**config.mk**
```make
export PLATFORM = sky130hd
export DESIGN_NAME = tfc_whiten
export DESIGN_NICKNAME = d
export VERILOG_FILES = /design/src/rtl/core/tfc_pkg.sv /design/src/rtl/core/tfc_whiten.sv
export SDC_FILE = /design/constraint.sdc
export NUM_CORES = 1
export LEC_CHECK = 0
export BUFFER_PORTS_ARGS = -buffer_cell sky130_fd_sc_hd__buf_2
export CAP_MARGIN = 20
export CORE_AREA = 3 3 165 167
export CTS_BUF_LIST = sky130_fd_sc_hd__clkbuf_8
export DETAILED_ROUTE_END_ITERATION = 12
export DIE_AREA = 0 0 168 170
export GPL_TIMING_DRIVEN = 1
export PLACE_DENSITY_LB_ADDON = 0.3
export SLEW_MARGIN = 20
export SYNTH_ARGS = -nofsm -noshare
export SYNTH_HDL_FRONTEND = slang
export SYNTH_SLANG_ARGS = --single-unit
```
**constraint.sdc**
```tcl
create_clock -name clk -period 5.35 [get_ports clk]
set_input_delay 1.07 -clock clk [delete_from_list [all_inputs] [get_ports clk]]
set_output_delay 1.07 -clock clk [all_outputs]
set_load 0.05 [all_outputs]
```
**src/rtl/core/tfc_pkg.sv**
```systemverilog
// Shared types, constants and mixing functions of the counter-based generator.
`timescale 1ns / 1ps
package tfc_pkg;

  localparam int WORD_W           = 32;
  localparam int LANES            = 4;
  localparam int SCHED_N          = LANES + 1;
  localparam int NUM_ROUNDS       = 20;
  localparam int ROUNDS_PER_GROUP = 4;
  localparam int CFG_IDX_W        = 8;
  localparam int ROT_W            = 5;

  typedef logic [WORD_W-1:0]    word_t;
  typedef word_t [LANES-1:0]    blk_t;
  typedef word_t [SCHED_N-1:0]  sched_t;
  typedef logic [CFG_IDX_W-1:0] cfg_idx_t;
  typedef logic [ROT_W-1:0]     rot_t;
  typedef rot_t [3:0]           rot_set_t;

  typedef enum cfg_idx_t {
    REG_KEY0 = 8'd0,
    REG_KEY1 = 8'd1,
    REG_KEY2 = 8'd2,
    REG_KEY3 = 8'd3
  } cfg_reg_t;

  localparam word_t PARITY_CONST = 32'h1BD1_1BDA;

  // entry 0 is the first rotation of the round
  localparam rot_set_t ROT_A = {5'd6, 5'd26, 5'd15, 5'd13};
  localparam rot_set_t ROT_B = {5'd24, 5'd16, 5'd29, 5'd17};

  function automatic word_t rol32(word_t v, rot_t s);
    logic [ROT_W:0] rs;
    rs = (ROT_W+1)'(WORD_W) - {1'b0, s};
    return (v << s) | (v >> rs);
  endfunction

  // two add/rotate/xor steps, each followed by a swap of lanes 1 and 3
  function automatic blk_t mix_round(blk_t w, rot_set_t r);
    blk_t  x;
    word_t t;
    x    = w;
    x[0] = x[0] + x[1];
    x[1] = rol32(x[1], r[0]) ^ x[0];
    x[2] = x[2] + x[3];
    x[3] = rol32(x[3], r[1]) ^ x[2];
    t    = x[1];
    x[1] = x[3];
    x[3] = t;
    x[0] = x[0] + x[1];
    x[1] = rol32(x[1], r[2]) ^ x[0];
    x[2] = x[2] + x[3];
    x[3] = rol32(x[3], r[3]) ^ x[2];
    t    = x[1];
    x[1] = x[3];
    x[3] = t;
    return x;
  endfunction

endpackage

```
**src/rtl/core/tfc_whiten.sv**
```systemverilog
// Entry stage: adds the first four key schedule words to the counter block.
`timescale 1ns / 1ps
module tfc_whiten (
  input  logic            clk,
  input  logic            rst_n,
  input  logic            valid_i,
  output logic            ready_o,
  input  tfc_pkg::blk_t   blk_i,
  input  tfc_pkg::sched_t sched_i,
  output logic            valid_o,
  input  logic            ready_i,
  output tfc_pkg::blk_t   blk_o
);
  import tfc_pkg::*;

  logic valid_r;
  blk_t blk_r;
  blk_t blk_nxt;

  always_comb begin
    for (int i = 0; i < LANES; i++) begin
      blk_nxt[i] = blk_i[i] + sched_i[i];
    end
  end

  assign ready_o = !valid_r || ready_i;

  always_ff @(posedge clk) begin
    if (!rst_n) begin
      valid_r <= 1'b0;
    end else if (ready_o) begin
      valid_r <= valid_i;
    end
  end

  always_ff @(posedge clk) begin
    if (ready_o && valid_i) begin
      blk_r <= blk_nxt;
    end
  end

  assign valid_o = valid_r;
  assign blk_o   = blk_r;

endmodule

```
==> flow_summary.toml <==
[floorplan]
coreArea_um2 = 25900
rows = 59
start_util = 0.392
die_w_um = 168
num_io_pins = 422
die_h_um = 170
design.die.area_um2 = 28600

[finish]
multiInputGateArea_um2 = 6120
nNetsFinal = 1830
syn2layout_area_growth_pct = 27.0
drive_above_1_share = 0.307
fin_area_um2 = 12900
fillers = 2469
seq_area_um2 = 3860

[cts]
ctsResizeCount = 0
cts_buffers = 17
cts_hold_buf = 0
clk_latency_ps = 450
htreeDepth = 4
root_buffer = "clkbuf_8"
cts_tree = "done"
cts_setup_buffers = 0
clk_path_buf_depth = 2
cts.sinks = 129
path_clk_slew_ps = 90

[timing]
fin_setup_tns_ps = 0
max_freq_ghz = 0.278
fin_worst_skew_ps = 17.0
max_slew_margin = 0.425
rsz0062_at_grt = "false"
setup_viol = 0
final-hold-violation-count = 0
report.final.slew_viol_count = 0
tightest_slew_ps = 862
finalCriticalPeriod_ps = 3600
fin_crit_sh = 0.672
whs_ps = 548

[hold_path]
hold_start = "valid_o"
min_to = "valid_o"
hold_path.class = "reg2reg"
hold_depth = 2

[detailed_routing]
totalWireLength_mm = 29.9
drt_iter0_drc = 536
drt-vias-per-instance = 5.31
wl_per_cell_um = 17.0
num_vias = 9344
drc = 0
ant_nets = 0
firstDrtPassIters = 5

[logic_synthesis]
synth_cell_type_count = 70
avgSynthCellArea_um2 = 10.1
synth_edf_count = 128
async_flop_share = 0
synth_top_flop_cell = "edfxtp_1"
netlist_area_um2 = 10200
syn_nets = 1428
ys_seq_area_frac = 0.380
yosys_warnings = 0
ys_seq_elements = 129
syn_inst = 1008

[global_routing]
gr-total-overflow = 0
grt_max_degree = 70
grt_antenna_before_repair = 2
grt_usage = 0.202
grt_pass1_vias = 9286
grt_pass1_wl_mm = 46.5

[critical_path]
cp_cell_sequence = "buf_2 > ha_1 > fa_1 > a21o_1 > a31oi_1 > o211ai_1 > a31oi_1 > o21ai_0 > nor4b_1 > o31ai_1 > xor2_1"
cp-end-kind = "flip-flop"
critPathMaxStageDelay_ps = 500
worst-setup-path-type = "in2reg"
critical_path.slowest_cell = "nor4b_1"
crit_top_cell = "a31oi_1"
r2r_end = "blk_o[55]"
r2r-start = "valid_o"
crit_fanout = 3
rr_worst_depth = 3
path_delay_family = "compound AO/OA/AOI/OAI gates"
cp-start-kind = "input pin"
crit_arrival_ps = 3790
required_ps = 5540
rrSetupSlack_ps = 3370
critPathBufInv = 1

[power_and_ir_drop]
power_switching_mw = 1.49
power_frac_comb = 0.415
power.density_nw_per_um2 = 288
p_int_mw = 2.22
total_power_mw = 3.71
clkPwrFrac = 0.225
seq_power_share = 0.360
swShare = 0.403
max-vdd-ir-drop_mv = 0.154
p_leak_nw = 5.88

[placed_design]
hpwlAfterDp_mm = 24.7
io_buffers = 389
place.gp.congestion = 0.938
place_area_um2 = 12500

[status]
outcome = "complete, no violations"

[flow_run]
maxCapViolCount = 0
## power by group through the flow
| stage | combinational (mW) | clock [mW] | sequential (mW) |
|---|---|---|---|
| 4_1_cts | 1.54 | 0.863 | 1.34 |
| 3_3_place_gp | 1.52 | 0 | 1.36 |
| 3_5_place_dp | 1.54 | 0 | 1.36 |
| 2_1_floorplan | 0.678 | 0 | 1.82 |
| 5_1_grt | 1.67 | 0.905 | 1.35 |
| 6_report | 1.54 | 0.836 | 1.34 |
## layer usage
| layer | GRT usage | vias up | share of wire | wire length [um] |
|---|---|---|---|---|
| li1 | - | 4662 | - | - |
| met3 | 0.0541 | 46 | 0.075 | 2230 |
| met4 | 0.0683 | 4 | 0.026 | 771 |
| met5 | 0 | - | 0.00070 | 21 |
| met1 | 0.241 | 4291 | 0.41 | 12200 |
| met2 | 0.354 | 341 | 0.49 | 14700 |
## worst register-to-register path, delay by kind of cell (launching register included)
family	cells	cell delay [ps]
simple gates	2	800
flops	1	310
buf+inv	1	470
## synthesized netlist by cell type, types with 3 or more instances
cell / count / area [um^2]
a21oi_1: 103 / 515
fa_1: 4 / 80.1
a41oi_1: 4 / 35.0
nand2b_1: 9 / 56.3
a221oi_1: 3 / 26.3
or2_2: 5 / 31.3
edfxtp_1: 128 / 3840
inv_1: 38 / 143
o21a_1: 19 / 143
nor3_1: 21 / 105
nor2b_1: 7 / 43.8
a21o_1: 44 / 330
o21ai_1: 11 / 55.1
o2111ai_1: 3 / 26.3
o21bai_1: 17 / 128
clkbuf_1: 5 / 18.8
nand4_1: 14 / 87.6
xor2_1: 43 / 377
nand3_1: 23 / 115
ha_1: 124 / 1550
and3_1: 5 / 31.3
a21boi_0: 6 / 45.0
o211ai_1: 8 / 60.1
nand2_1: 68 / 255
a211oi_1: 16 / 120
a311oi_1: 3 / 26.3
a31oi_1: 10 / 62.6
o31ai_1: 8 / 60.1
a211o_1: 6 / 52.6
or3_1: 5 / 31.3
a31o_2: 4 / 35.0
and2_1: 10 / 62.6
o41ai_1: 3 / 26.3
xnor2_1: 66 / 578
o31a_1: 4 / 35.0
o21ai_0: 45 / 225
and4_1: 4 / 35.0
nor2_1: 70 / 263
## cells in the final DEF (no fill, tap or decap), types with 5 or more instances in the layout
cell,n
or2_2,5
buf_2,389
and3_1,5
a21boi_0,6
nand2b_1,9
xor2_1,43
nand2_1,68
xnor2_1,66
nor3_1,21
and2_1,9
o31ai_1,8
nor2_1,70
inv_1,39
a211oi_1,16
or3_1,5
a31oi_1,10
edfxtp_1,128
a211o_1,6
o211ai_1,8
nand3_1,23
ha_1,124
a21oi_1,103
o21bai_1,17
a21o_1,44
clkbuf_8,17
nor2b_1,7
o21a_1,19
nand4_1,14
o21ai_1,11
o21ai_0,45
## logic make-up after synthesis
kind of cell,synth area share
AO/OA/AOI/OAI,0.228
AND/OR/NAND/NOR,0.118
flip-flops,0.380
adder cells (fa/ha/maj),0.161
XOR/XNOR,0.0940
buffers and inverters,0.0171
multiplexers,0.00197
## state kept, by name, indices dropped and copies added, names as in the netlist
signal and flops:
blk_o 128, valid_o 1
## worst max path at each step
stage / cells after the start / startpoint / end / slack (ps)
after floorplan: 2 / ready_i / blk_o[0] / 300
after global placement: 11 / blk_i[0] / blk_o[28] / 1310
after detailed placement: 11 / blk_i[0] / blk_o[28] / 1300
after CTS: 11 / blk_i[0] / blk_o[28] / 1790
after global routing: 11 / blk_i[0] / blk_o[28] / 1620
final: 11 / blk_i[0] / blk_o[28] / 1750
## stage by stage
| stage | setup slack (ps) | cells | utilization |
|---|---|---|---|
| after detailed placement | 1300 | 1726 | 0.483 |
| after CTS | 1790 | 1758 | 0.498 |
| final | 1750 | 1760 | 0.498 |
| after floorplan | 304 | 1008 | - |
| after global routing | 1620 | 1758 | 0.498 |
| after global placement | 1310 | 1726 | 0.483 |
## layout make-up
cell class,count,area share
Multi-Input combinational cell,834,0.475
Sequential cell,129,0.300
Timing Repair Buffer,390,0.153
Tap cell,335,0.0325
Clock buffer,17,0.0181
Clock inverter,15,0.0112
Inverter,38,0.0111
Antenna cell,2,0.000388
Power figures use the tool's default switching activity.
