[config.mk]
export PLATFORM = sky130hd
export DESIGN_NAME = tfc_round
export DESIGN_NICKNAME = d
export VERILOG_FILES = /design/src/rtl/core/tfc_pkg.sv /design/src/rtl/core/tfc_round.sv
export SDC_FILE = /design/constraint.sdc
export NUM_CORES = 1
export LEC_CHECK = 0
export ABC_AREA = 1
export BUFFER_PORTS_ARGS = -buffer_cell sky130_fd_sc_hd__buf_4
export CAP_MARGIN = 20
export CORE_ASPECT_RATIO = 1.1
export CORE_MARGIN = 3
export CORE_UTILIZATION = 35
export CTS_BUF_LIST = sky130_fd_sc_hd__clkbuf_4
export CTS_CLUSTER_SIZE = 25
export DETAILED_ROUTE_END_ITERATION = 8
export PLACE_DENSITY = 0.72
export REMOVE_ABC_BUFFERS = 1
export SYNTH_ARGS = -nofsm -noshare
export SYNTH_HDL_FRONTEND = slang
export SYNTH_SLANG_ARGS = --single-unit
[constraint.sdc]
create_clock -name clk -period 8.3 [get_ports clk]
set_input_delay 1.66 -clock clk [delete_from_list [all_inputs] [get_ports clk]]
set_output_delay 1.66 -clock clk [all_outputs]
set_load 0.01 [all_outputs]
[src/rtl/core/tfc_pkg.sv]
// Shared types, constants and mixing functions of the counter-based generator.
`timescale 1ns / 1ps
package tfc_pkg;

  localparam int WORD_W           = 32;
  localparam int LANES            = 4;
  localparam int SCHED_N          = LANES + 1;
  localparam int NUM_ROUNDS       = 20;
  localparam int ROUNDS_PER_GROUP = 4;
  localparam int CFG_IDX_W        = 8;
  localparam int ROT_W            = 5;

  typedef logic [WORD_W-1:0]    word_t;
  typedef word_t [LANES-1:0]    blk_t;
  typedef word_t [SCHED_N-1:0]  sched_t;
  typedef logic [CFG_IDX_W-1:0] cfg_idx_t;
  typedef logic [ROT_W-1:0]     rot_t;
  typedef rot_t [3:0]           rot_set_t;

  typedef enum cfg_idx_t {
    REG_KEY0 = 8'd0,
    REG_KEY1 = 8'd1,
    REG_KEY2 = 8'd2,
    REG_KEY3 = 8'd3
  } cfg_reg_t;

  localparam word_t PARITY_CONST = 32'h1BD1_1BDA;

  // entry 0 is the first rotation of the round
  localparam rot_set_t ROT_A = {5'd6, 5'd26, 5'd15, 5'd13};
  localparam rot_set_t ROT_B = {5'd24, 5'd16, 5'd29, 5'd17};

  function automatic word_t rol32(word_t v, rot_t s);
    logic [ROT_W:0] rs;
    rs = (ROT_W+1)'(WORD_W) - {1'b0, s};
    return (v << s) | (v >> rs);
  endfunction

  // two add/rotate/xor steps, each followed by a swap of lanes 1 and 3
  function automatic blk_t mix_round(blk_t w, rot_set_t r);
    blk_t  x;
    word_t t;
    x    = w;
    x[0] = x[0] + x[1];
    x[1] = rol32(x[1], r[0]) ^ x[0];
    x[2] = x[2] + x[3];
    x[3] = rol32(x[3], r[1]) ^ x[2];
    t    = x[1];
    x[1] = x[3];
    x[3] = t;
    x[0] = x[0] + x[1];
    x[1] = rol32(x[1], r[2]) ^ x[0];
    x[2] = x[2] + x[3];
    x[3] = rol32(x[3], r[3]) ^ x[2];
    t    = x[1];
    x[1] = x[3];
    x[3] = t;
    return x;
  endfunction

endpackage

[src/rtl/core/tfc_round.sv]
// One double mix round as a pipeline stage, with key injection at group ends.
`timescale 1ns / 1ps
module tfc_round #(
  parameter int ROUND = 0
) (
  input  logic            clk,
  input  logic            rst_n,
  input  logic            valid_i,
  output logic            ready_o,
  input  tfc_pkg::blk_t   blk_i,
  input  tfc_pkg::sched_t sched_i,
  output logic            valid_o,
  input  logic            ready_i,
  output tfc_pkg::blk_t   blk_o
);
  import tfc_pkg::*;

  localparam bit USE_SET_B = (ROUND % 2) == 1;
  localparam bit INJECT    = (ROUND % ROUNDS_PER_GROUP) == (ROUNDS_PER_GROUP - 1);
  localparam int GROUP     = ROUND / ROUNDS_PER_GROUP + 1;

  logic valid_r;
  blk_t blk_r;
  blk_t mixed;
  blk_t blk_nxt;

  assign mixed = mix_round(blk_i, USE_SET_B ? ROT_B : ROT_A);

  for (genvar i = 0; i < LANES; i++) begin : g_lane
    localparam int KIDX = (GROUP + i) % SCHED_N;
    if (!INJECT) begin : g_pass
      assign blk_nxt[i] = mixed[i];
    end else if (i == LANES - 1) begin : g_last
      assign blk_nxt[i] = mixed[i] + sched_i[KIDX] + WORD_W'(GROUP);
    end else begin : g_key
      assign blk_nxt[i] = mixed[i] + sched_i[KIDX];
    end
  end

  assign ready_o = !valid_r || ready_i;

  always_ff @(posedge clk) begin
    if (!rst_n) begin
      valid_r <= 1'b0;
    end else if (ready_o) begin
      valid_r <= valid_i;
    end
  end

  always_ff @(posedge clk) begin
    if (ready_o && valid_i) begin
      blk_r <= blk_nxt;
    end
  end

  assign valid_o = valid_r;
  assign blk_o   = blk_r;

endmodule

==> run_results.csv, run 1 <==
group,metric,value,unit
status,status,"finished, final reports clean",
route,dr.pass1.iters,7,
grt,gr-usage-met1,38.1,%
synthesis,synth.most_common_cell,"nand2_1",
synthesis,synth_top_area_share,29.4,%
hold_path,hold_path_class,"flip-flop to flip-flop",
route,vias,13400,
critical_path,crit_required,8.67,ns
route,ant_nets,0,
floorplan,start_util,35.8,%
place,placed_cells,2549,
critical_path,cp.arrival,6.24,ns
timing,timing.setup.tns,0,ns
grt,gr-total-overflow,0,
timing,setup_violations,0,
timing,finalHoldViolations,0,
run,max_cap_violations,0,
synthesis,yosysWarnings,0,
layout,fill_cells,3805,
clock_tree,clkSinkCount,129,
floorplan,dieArea,39800,µm²
hold_path,worstHoldStart,"valid_o$_SDFFE_PN0N_",
hold_path,hold_end,"valid_o$_SDFFE_PN0N_",
synthesis,synth_seq_cells,129,
grt,grt_max_degree,78,
synthesis,ys_seq_area_share,29.5,%
synthesis,synth_enable_flop_cells,128,
layout,areaGrowthSynthToFinish,22.1,%
synthesis,netlist_instances,1800,
critical_path,crit_fanout,5,
layout,multi_input_area,8350,µm²
critical_path,worst-setup-path-type,"input port to flip-flop",
synthesis,synth_top_area_cell,"edfxtp_1",
clock_tree,path_clk_slew,0.11,ns
timing,max_slew_margin,36.5,%
grt,gr-max-usage-layer,"met2",
route,wl_per_cell,21.4,µm
synthesis,synthArstFlopShare,0,%
power,ir_drop,0.156,mV
timing,fmax,170,MHz
synthesis,syn_area_per_cell,7.27,µm²
layout,seqCellArea,3860,µm²
critical_path,timing.reg2reg.setup_slack,5.92,ns
synthesis,synth_common_cells,"522 x nand2_1, 236 x inv_1, 145 x nor2_1, 138 x a21oi_1, 128 x edfxtp_1",
power,cellLeakagePower,7.94,nW
critical_path,r2r_end,"blk_o[117]$_DFFE_PP_",
clock_tree,postCtsHoldBufs,0,
route,drt_iter0_markers,1150,
place,gp_congestion,1.05,
route,drcViolationCount,0,
layout,nets,2501,
timing,worst_pin_slew,0.953,ns
floorplan,fp.dieW,190,µm
place,dp_hpwl,49100,µm
grt,met3_usage,2.99,%
clock_tree,post-cts-setup-buffers,0,
clock_tree,cts_tree,"done",
synthesis,synth_ff_type,"edfxtp_1",
grt,grt_pass1_wl,79400,µm
power,power.density,303,nW/µm²
clock_tree,cts_buffers,17,
floorplan,ios,422,
grt,grt.total_usage,27.1,%
timing,rsz0062_at_grt,"false",
synthesis,synth_area,13100,µm²
grt,antenna_found_initial,1,
clock_tree,clk_path_buf_depth,2,
route,routed_wl,55300,µm
critical_path,r2r_cells,3,
route,avgViaCountPerCell,5.19,
timing,period_needed,5.87,ns
synthesis,synth_area_leaders,"edfxtp_1 29%, nand2_1 15%, ha_1 12%",
layout,drive_gt1_share,15.3,%
floorplan,core_area,36500,µm²
critical_path,r2r_start,"valid_o$_SDFFE_PN0N_",
clock_tree,clk_latency,0.64,ns
grt,grt_use_met2,44.1,%
place,port_buffers,261,
clock_tree,cts.repair.resized,0,
grt,grt_pass1_vias,12600,
power,p_total,4.84,mW
critical_path,critPathLaunchType,"input port",
critical_path,worstSetupEndpointType,"flip-flop",
clock_tree,root_buffer,"clkbuf_4",
floorplan,rows,73,
layout,final_cell_count_no_fill,2581,
clock_tree,cts_max_level,4,
timing,drv_slew,0,
timing,fin_worst_skew,0.0483,ns
floorplan,dieHeight,209,µm
timing,post-route-period-util,70.8,%
hold_path,whs_path_depth,2,
synthesis,ys_types,41,
[how the worst max path moves through the flow]
stage	from	endpoint	slack (ns)	cells after the start
6_report	blk_i[96]	blk_o[122]$_DFFE_PP_	2.43	24
5_1_grt	blk_i[96]	blk_o[122]$_DFFE_PP_	2.30	24
4_1_cts	blk_i[96]	blk_o[122]$_DFFE_PP_	2.69	24
3_5_place_dp	blk_i[96]	blk_o[122]$_DFFE_PP_	1.98	24
3_3_place_gp	blk_i[96]	blk_o[122]$_DFFE_PP_	2.07	24
2_1_floorplan	valid_i	blk_o[0]$_DFFE_PP_	-0.22	2
[power by group]
group,switching (mW),internal (mW)
sequential,0.0832,1.18
combinational,2.00,1.11
clock,0.255,0.206
total,2.34,2.50
[area by class of cell]
class                   count  share of cell area [%]
diodes                      1                  0.0157
clock buffers              17                   0.799
clock inverters            14                    1.04
inverters                 236                    5.54
multi-input cells        1434                    52.3
flip-flops and latches    129                    24.2
well taps                 487                    3.81
repair buffers            263                    12.4
[per-stage QoR]
step                      utilization [%]  setup slack, ns  cell area, µm²  hold WS, ns
after global placement               42.9             2.07           15700        0.529
after floorplan                         -           -0.218           13100        0.595
final                                43.7             2.43           16000        0.590
after detailed placement             42.9             1.98           15700        0.578
after CTS                            43.7             2.69           16000        0.595
after global routing                 43.7             2.30           16000        0.631
[sequential cells by signal (all words and copies together), names as in the netlist]
name     count
valid_o      1
blk_o      128
[layer usage]
metal	part of all wire, %	vias up	wire length, µm
met2	46	537	25300
met1	45	6255	25100
met3	6.3	59	3490
met4	2.6	0	1440
li1	-	6545	-
met5	0	-	0
[critical path, cell delays in order]
cell	delay (ns)
buf_4	0.10
ha_1	0.17
inv_1	0.06
fa_1	0.40
inv_1	0.07
nand3_1	0.06
nand2_1	0.17
a21oi_2	0.17
o21ai_2	0.27
nand2_1	0.08
nand2_1	0.13
xor2_1	0.70
xor2_1	0.47
ha_1	0.37
nand2_1	0.11
inv_1	0.05
a21oi_1	0.24
o21ai_0	0.13
a221oi_1	0.47
nand2_1	0.09
nand2_1	0.09
nand2_1	0.06
nand2_1	0.05
nand2_1	0.04
[logic make-up (layout without fill, tap and decap cells)]
family                     count (synthesis)  after routing  share of synthesized area, %
and+or+nand+nor                          864            864                          27.4
AOI/OAI and AO/OA                        278            278                          12.3
buffers and inverters                    237            530                          6.79
xor gates and xnor gates                 164            164                          11.6
DFF                                      129            129                          29.5
adders and majority gates                128            128                          12.5
other                                      0              1                             0
[placed cells by master, fill, tap and decap left out, drive strengths merged, types with 4 or more instances in the layout]
cell,netlist,final
clkinv,0,7
xor2,122,122
nand2,523,523
nor3,20,20
inv,236,237
clkbuf,1,17
o21a,6,6
edfxtp,128,128
a21boi,7,7
a21o,22,22
or2,13,13
xnor2,39,39
o21bai,23,23
a21oi,139,139
o21ai,67,67
fa,4,4
nand4,19,19
nor2,145,145
nand3b,17,17
a31oi,5,5
buf,0,263
ha,124,124
nor4,6,6
nand3,117,117
Power figures use the tool's default switching activity.
==> run 2, diff against run 1 <==
clock period = 5.4 ns   (was 8.3 ns; I/O delays follow)
==> run 2 against run 1 <==
- sequential share of layout area down 1.7 points
- power up 69%
- global-route usage up 1.7 points
- critical path depth up 1
- sequential power up 54%
- worst setup slack worse by 1.9 ns
- flip-flop and latch count unchanged
- design area up 7.6%
- critical endpoint is now blk_o[63]$_DFFE_PP_
- largest cell class unchanged
==> run_results.csv, run 2 (same netlist as run 1, synthesis figures left out) <==
group,metric,value,unit
status,status,"finished, final reports clean",
route,dr.pass1.iters,5,
timing,drv_slew,0,
floorplan,core_area,36500,µm²
timing,setup_slack,0.516,ns
timing,finalHoldViolations,0,
layout,design_area,17200,µm²
layout,most-common-layout-cells,"522 x nand2_1, 425 x buf_4, 236 x inv_1",
clock_tree,clkSinkCount,129,
critical_path,cp_top_family,"simple AND/OR/NAND/NOR gates",
clock_tree,path_clk_slew,0.12,ns
critical_path,critPathLaunchType,"input port",
clock_tree,cts_max_level,4,
route,routed_wl,58200,µm
layout,layout_commonest_cell,"nand2_1",
place,gp_congestion,0.986,
timing,max_slew_margin,50.5,%
grt,grt_max_degree,129,
power,ir_drop,0.218,mV
run,max_cap_violations,0,
route,drt_iter0_markers,1225,
timing,fmax,205,MHz
power,cellLeakagePower,8.72,nW
route,wl_met2,26800,µm
grt,grt.total_usage,28.8,%
critical_path,cpMaxStageDelayCell,"xor2_1",
floorplan,start_util,35.8,%
route,wl_met1,26400,µm
power,power.density,474,nW/µm²
timing,rsz0062_at_grt,"false",
critical_path,worst-setup-path-type,"input port to flip-flop",
floorplan,dieArea,39800,µm²
place,preCtsSetupSlack,0.00882,ns
floorplan,dieHeight,209,µm
place,dp_hpwl,51500,µm
timing,timing.setup.tns,0,ns
grt,grt_pass1_wl,84500,µm
critical_path,cp.arrival,5.25,ns
route,drcViolationCount,0,
critical_path,r2r_cells,2,
timing,worst_pin_slew,0.737,ns
layout,fin_util,47.1,%
timing,post-route-period-util,90.4,%
floorplan,rows,73,
clock_tree,clk_latency,0.62,ns
clock_tree,postCtsHoldBufs,0,
route,routed-wl-met3,3780,µm
critical_path,crit_top_cell,"nand2_1",
hold_path,hold_path_class,"flip-flop to flip-flop",
clock_tree,cts_tree,"done",
critical_path,crit_fanout,5,
critical_path,slowest_delay,0.48,ns
hold_path,whs_path_depth,2,
floorplan,ios,422,
timing,period_needed,4.88,ns
clock_tree,cts_buffers,17,
clock_tree,cts.repair.resized,0,
layout,nets,2664,
clock_tree,post-cts-setup-buffers,0,
grt,antenna_found_initial,1,
route,ant_nets,0,
layout,fill_cells,3760,
place,port_buffers,261,
grt,grt_pass1_vias,13500,
critical_path,worstSetupEndpointType,"flip-flop",
layout,largest_register_ffs,128,
route,avgViaCountPerCell,5.11,
grt,gr-total-overflow,0,
place,place_area,16900,µm²
route,vias,14000,
clock_tree,root_buffer,"clkbuf_4",
critical_path,path_buf_inv,4,
route,top_layer,"met4",
route,wl_per_cell,21.2,µm
timing,setup_violations,0,
clock_tree,clk_path_buf_depth,2,
timing,fin_worst_skew,0.0396,ns
layout,areaGrowthSynthToFinish,31.4,%
layout,drive_gt1_share,21.3,%
critical_path,crit_cells,25,
floorplan,fp.dieW,190,µm
critical_path,crit_required,5.77,ns
==> run 2: cell count changes in the layout (fill, tap and decap cells not counted) <==
cell,change
clkbuf_4,+1
buf_4,+162
buf_12,+1
clkinv_4,-3
clkinvlp_4,-1
clkinv_1,+3
==> run 2: path summary, 6_finish.rpt <==
check                       startpoint                    to  slack, ns
hold / removal    valid_o$_SDFFE_PN0N_  valid_o$_SDFFE_PN0N_       0.59
hold reg to reg   valid_o$_SDFFE_PN0N_  valid_o$_SDFFE_PN0N_       0.59
setup reg to reg  valid_o$_SDFFE_PN0N_  blk_o[114]$_DFFE_PP_       3.87
setup / recovery             blk_i[32]   blk_o[63]$_DFFE_PP_       0.52
==> run 2: layout make-up <==
type                    instances  area [µm²]  share of cell area (%)
well taps                     487         609                    3.54
repair buffers                426        3210                    18.7
inverters                     236         886                    5.15
clock buffers                  18         135                   0.786
clock inverters                13         144                   0.836
diodes                          1        2.50                  0.0145
multi-input cells            1434        8350                    48.5
flip-flops and latches        129        3860                    22.5
==> run 2: power breakdown <==
part	switching, mW	internal [mW]	total (mW)
combinational	3.24	2.27	5.51
clock	0.392	0.316	0.707
sequential	0.124	1.81	1.94
==> run 2: routing by layer <==
layer	GRT usage [%]	vias to the layer above
met5	0	-
met3	3.34	60
met1	40.6	6554
met2	47.1	527
met4	7.47	0
li1	-	6883
==> run 2: metrics by stage <==
stage          hold WS (ns)  power [mW]  std cells
2_1_floorplan         0.595        4.75       1799
3_3_place_gp          0.535        7.37       2712
3_5_place_dp          0.568        7.40       2712
4_1_cts               0.590        8.13       2743
5_1_grt               0.606        8.69       2744
6_report              0.590        8.15       2744
==> run 2: tightest hold or removal path, stage by stage (launching register included) <==
cell and delay [ns]:
dfxtp_1 0.37, nand2_1 0.10, a21boi_0 0.08
==> run 3, diff against run 2 <==
RECOVER_POWER = 50   (was default)
==> run 3 against run 2 <==
- the run now ends with capacitance limit, slew limit left
- wire length rose by 0.22%
- register-to-register slack worse by 1.8 ns
- die area did not move
- via count grew 0.28%
- worst setup slack better by 0.0090 ns
- clock skew decreased by 0.0010 ns
- design area decreased by 1.5%
- clock power about the same
- hold slack is essentially flat
- global-route usage is the same
- core utilization decreased by 0.69 points
- critical path type unchanged
- largest cell class unchanged
==> run_results.csv, run 3 (same netlist as run 1, synthesis figures left out) <==
group,metric,value,unit
place,placed_cells,2712,
clock_tree,clkSinkCount,129,
power,pwr-share-comb,66.9,%
power,ir_drop,0.196,mV
critical_path,worstSetupEndpointType,"flip-flop",
grt,grt_pass1_vias,13500,
layout,largest_register_ffs,128,
clock_tree,clk_latency,0.62,ns
grt,grt_max_degree,129,
layout,most-common-layout-cells,"522 x nand2_1, 360 x buf_4, 236 x inv_1",
clock_tree,path_clk_slew,0.12,ns
floorplan,rows,73,
grt,antenna_found_initial,1,
critical_path,timing.reg2reg.setup_slack,2.10,ns
route,avgViaCountPerCell,5.13,
critical_path,critPathLaunchType,"input port",
route,routed_wl,58300,µm
critical_path,crit_top_cell,"nand2_1",
power,intPower,4.24,mW
hold_path,hold_path_class,"flip-flop to flip-flop",
grt,grt.total_usage,28.8,%
place,port_buffers,261,
power,power_frac_seq,24.2,%
critical_path,crit_start,"blk_i[32]",
route,ant_nets,0,
run,max_cap_violations,1,
place,dp_hpwl,51500,µm
timing,rsz0062_at_grt,"false",
layout,areaGrowthSynthToFinish,29.5,%
timing,max_slew_margin,-113,%
layout,seqCellArea,3860,µm²
layout,drive_gt1_share,18.5,%
critical_path,slowest_delay,0.52,ns
timing,setup_slack,0.526,ns
critical_path,r2r_cells,2,
timing,worst_pin_slew,3.19,ns
route,vias,14100,
layout,fill_cells,3828,
route,wl_per_cell,21.3,µm
layout,multi_input_area,8350,µm²
timing,drv_slew,129,
floorplan,start_util,35.8,%
clock_tree,cts_max_level,4,
place,preCtsSetupSlack,0.00882,ns
timing,fin_worst_skew,0.0385,ns
floorplan,dieArea,39800,µm²
critical_path,cp.arrival,5.24,ns
clock_tree,cts_tree,"done",
critical_path,cpMaxStageDelayCell,"xor2_1",
timing,period_needed,4.87,ns
critical_path,crit_chain,"clkbuf_1 -> ha_1 -> fa_1 -> nand2_1 -> nand2_1 -> o21ai_2 -> buf_4 -> o21ai_2 -> nand2_1 -> nand2_1 -> xor2_1 -> xor2_1 -> ha_1 -> a21oi_1 -> inv_1 -> a31oi_1 -> nand2_1 -> a21oi_1 -> buf_4 -> nand3_1 -> nand3_1 -> nand2_1",
clock_tree,clk_path_buf_depth,2,
critical_path,worst-setup-path-type,"input port to flip-flop",
layout,final_cell_count_no_fill,2744,
route,drcViolationCount,0,
critical_path,r2r_start,"valid_o$_SDFFE_PN0N_",
route,drt_iter0_markers,1197,
clock_tree,root_buffer,"clkbuf_4",
clock_tree,postCtsHoldBufs,0,
power,p_sw,3.76,mW
power,power.density,472,nW/µm²
power,clock_power_share,8.8,%
clock_tree,cts.repair.resized,0,
layout,nets,2664,
status,status,"finished with violations",
clock_tree,post-cts-setup-buffers,0,
floorplan,fp.dieW,190,µm
timing,finalHoldViolations,0,
route,dr.pass1.iters,6,
grt,grt_pass1_wl,84500,µm
layout,layout_commonest_cell,"nand2_1",
grt,gr-total-overflow,0,
place,gp_congestion,0.986,
critical_path,crit_end,"blk_o[63]$_DFFE_PP_",
status,violations,"capacitance limit, slew limit",
power,swShare,47.0,%
floorplan,dieHeight,209,µm
critical_path,crit_fanout,6,
timing,setup_violations,0,
timing,fmax,205,MHz
timing,post-route-period-util,90.3,%
floorplan,core_area,36500,µm²
critical_path,crit_required,5.77,ns
floorplan,ios,422,
critical_path,r2r_end,"blk_o[121]$_DFFE_PP_",
clock_tree,cts_buffers,17,
power,cellLeakagePower,8.48,nW
layout,design_area,17000,µm²
place,place_area,16900,µm²
-- run 3: changes by cell type in the layout (fill, tap and decap cells not counted), sizes merged --
cell,delta
buf,-66
clkbuf,+66
-- run 3: worst min-delay path by stage --
stage | from | endpoint | slack [ns] | cells past startpoint
floorplan | valid_o$_SDFFE_PN0N_ | valid_o$_SDFFE_PN0N_ | 0.60 | 2
global placement | valid_o$_SDFFE_PN0N_ | valid_o$_SDFFE_PN0N_ | 0.54 | 2
detailed placement | valid_o$_SDFFE_PN0N_ | valid_o$_SDFFE_PN0N_ | 0.57 | 2
CTS | valid_o$_SDFFE_PN0N_ | valid_o$_SDFFE_PN0N_ | 0.59 | 2
global route | valid_o$_SDFFE_PN0N_ | valid_o$_SDFFE_PN0N_ | 0.61 | 2
finish | valid_o$_SDFFE_PN0N_ | valid_o$_SDFFE_PN0N_ | 0.59 | 2
-- run 3: critical path, delay by kind of cell --
family | cells | cell delay (ns)
compound gates | 5 | 0.92
xor+xnor | 2 | 0.87
fa+ha+maj | 3 | 1.05
buf+inv | 4 | 0.54
simple gates | 8 | 0.78
-- run 3: metal layers --
| layer | GRT usage (%) | vias up | share of wire (%) |
|---|---|---|---|
| li1 | - | 6878 | - |
| met1 | 40.6 | 6577 | 45 |
| met2 | 47.1 | 550 | 46 |
| met3 | 3.34 | 58 | 6.6 |
| met4 | 7.47 | 0 | 2.1 |
| met5 | 0 | - | 0 |
-- run 3: layout make-up --
type                       count  share of cell area (%)
antenna                        1                  0.0148
sequential                   129                    22.8
clock inverter                13                   0.849
multi-input combinational   1434                    49.3
inverter                     236                    5.23
clock buffer                  18                   0.797
timing repair buffer         426                    17.5
tap                          487                    3.59
-- run 3: through the flow --
stage | util (%) | TNS [ns] | hold slack (ns) | total power, mW
6_report | 46.4 | 0 | 0.590 | 8.00
5_1_grt | 46.4 | 0 | 0.606 | 8.53
4_1_cts | 47.1 | 0 | 0.590 | 8.13
3_5_place_dp | 46.3 | 0 | 0.568 | 7.40
3_3_place_gp | 46.3 | -0.0163 | 0.535 | 7.37
2_1_floorplan | - | -324.88 | 0.595 | 4.75
-- run 3: power groups by stage --
| stage | clock network (mW) | registers [mW] | logic [mW] |
|---|---|---|---|
| finish | 0.707 | 1.94 | 5.35 |
| global route | 0.755 | 1.97 | 5.80 |
| detailed placement | 0 | 1.96 | 5.44 |
| global placement | 0 | 1.95 | 5.42 |
| floorplan | 0 | 2.19 | 2.56 |
| CTS | 0.723 | 1.94 | 5.46 |
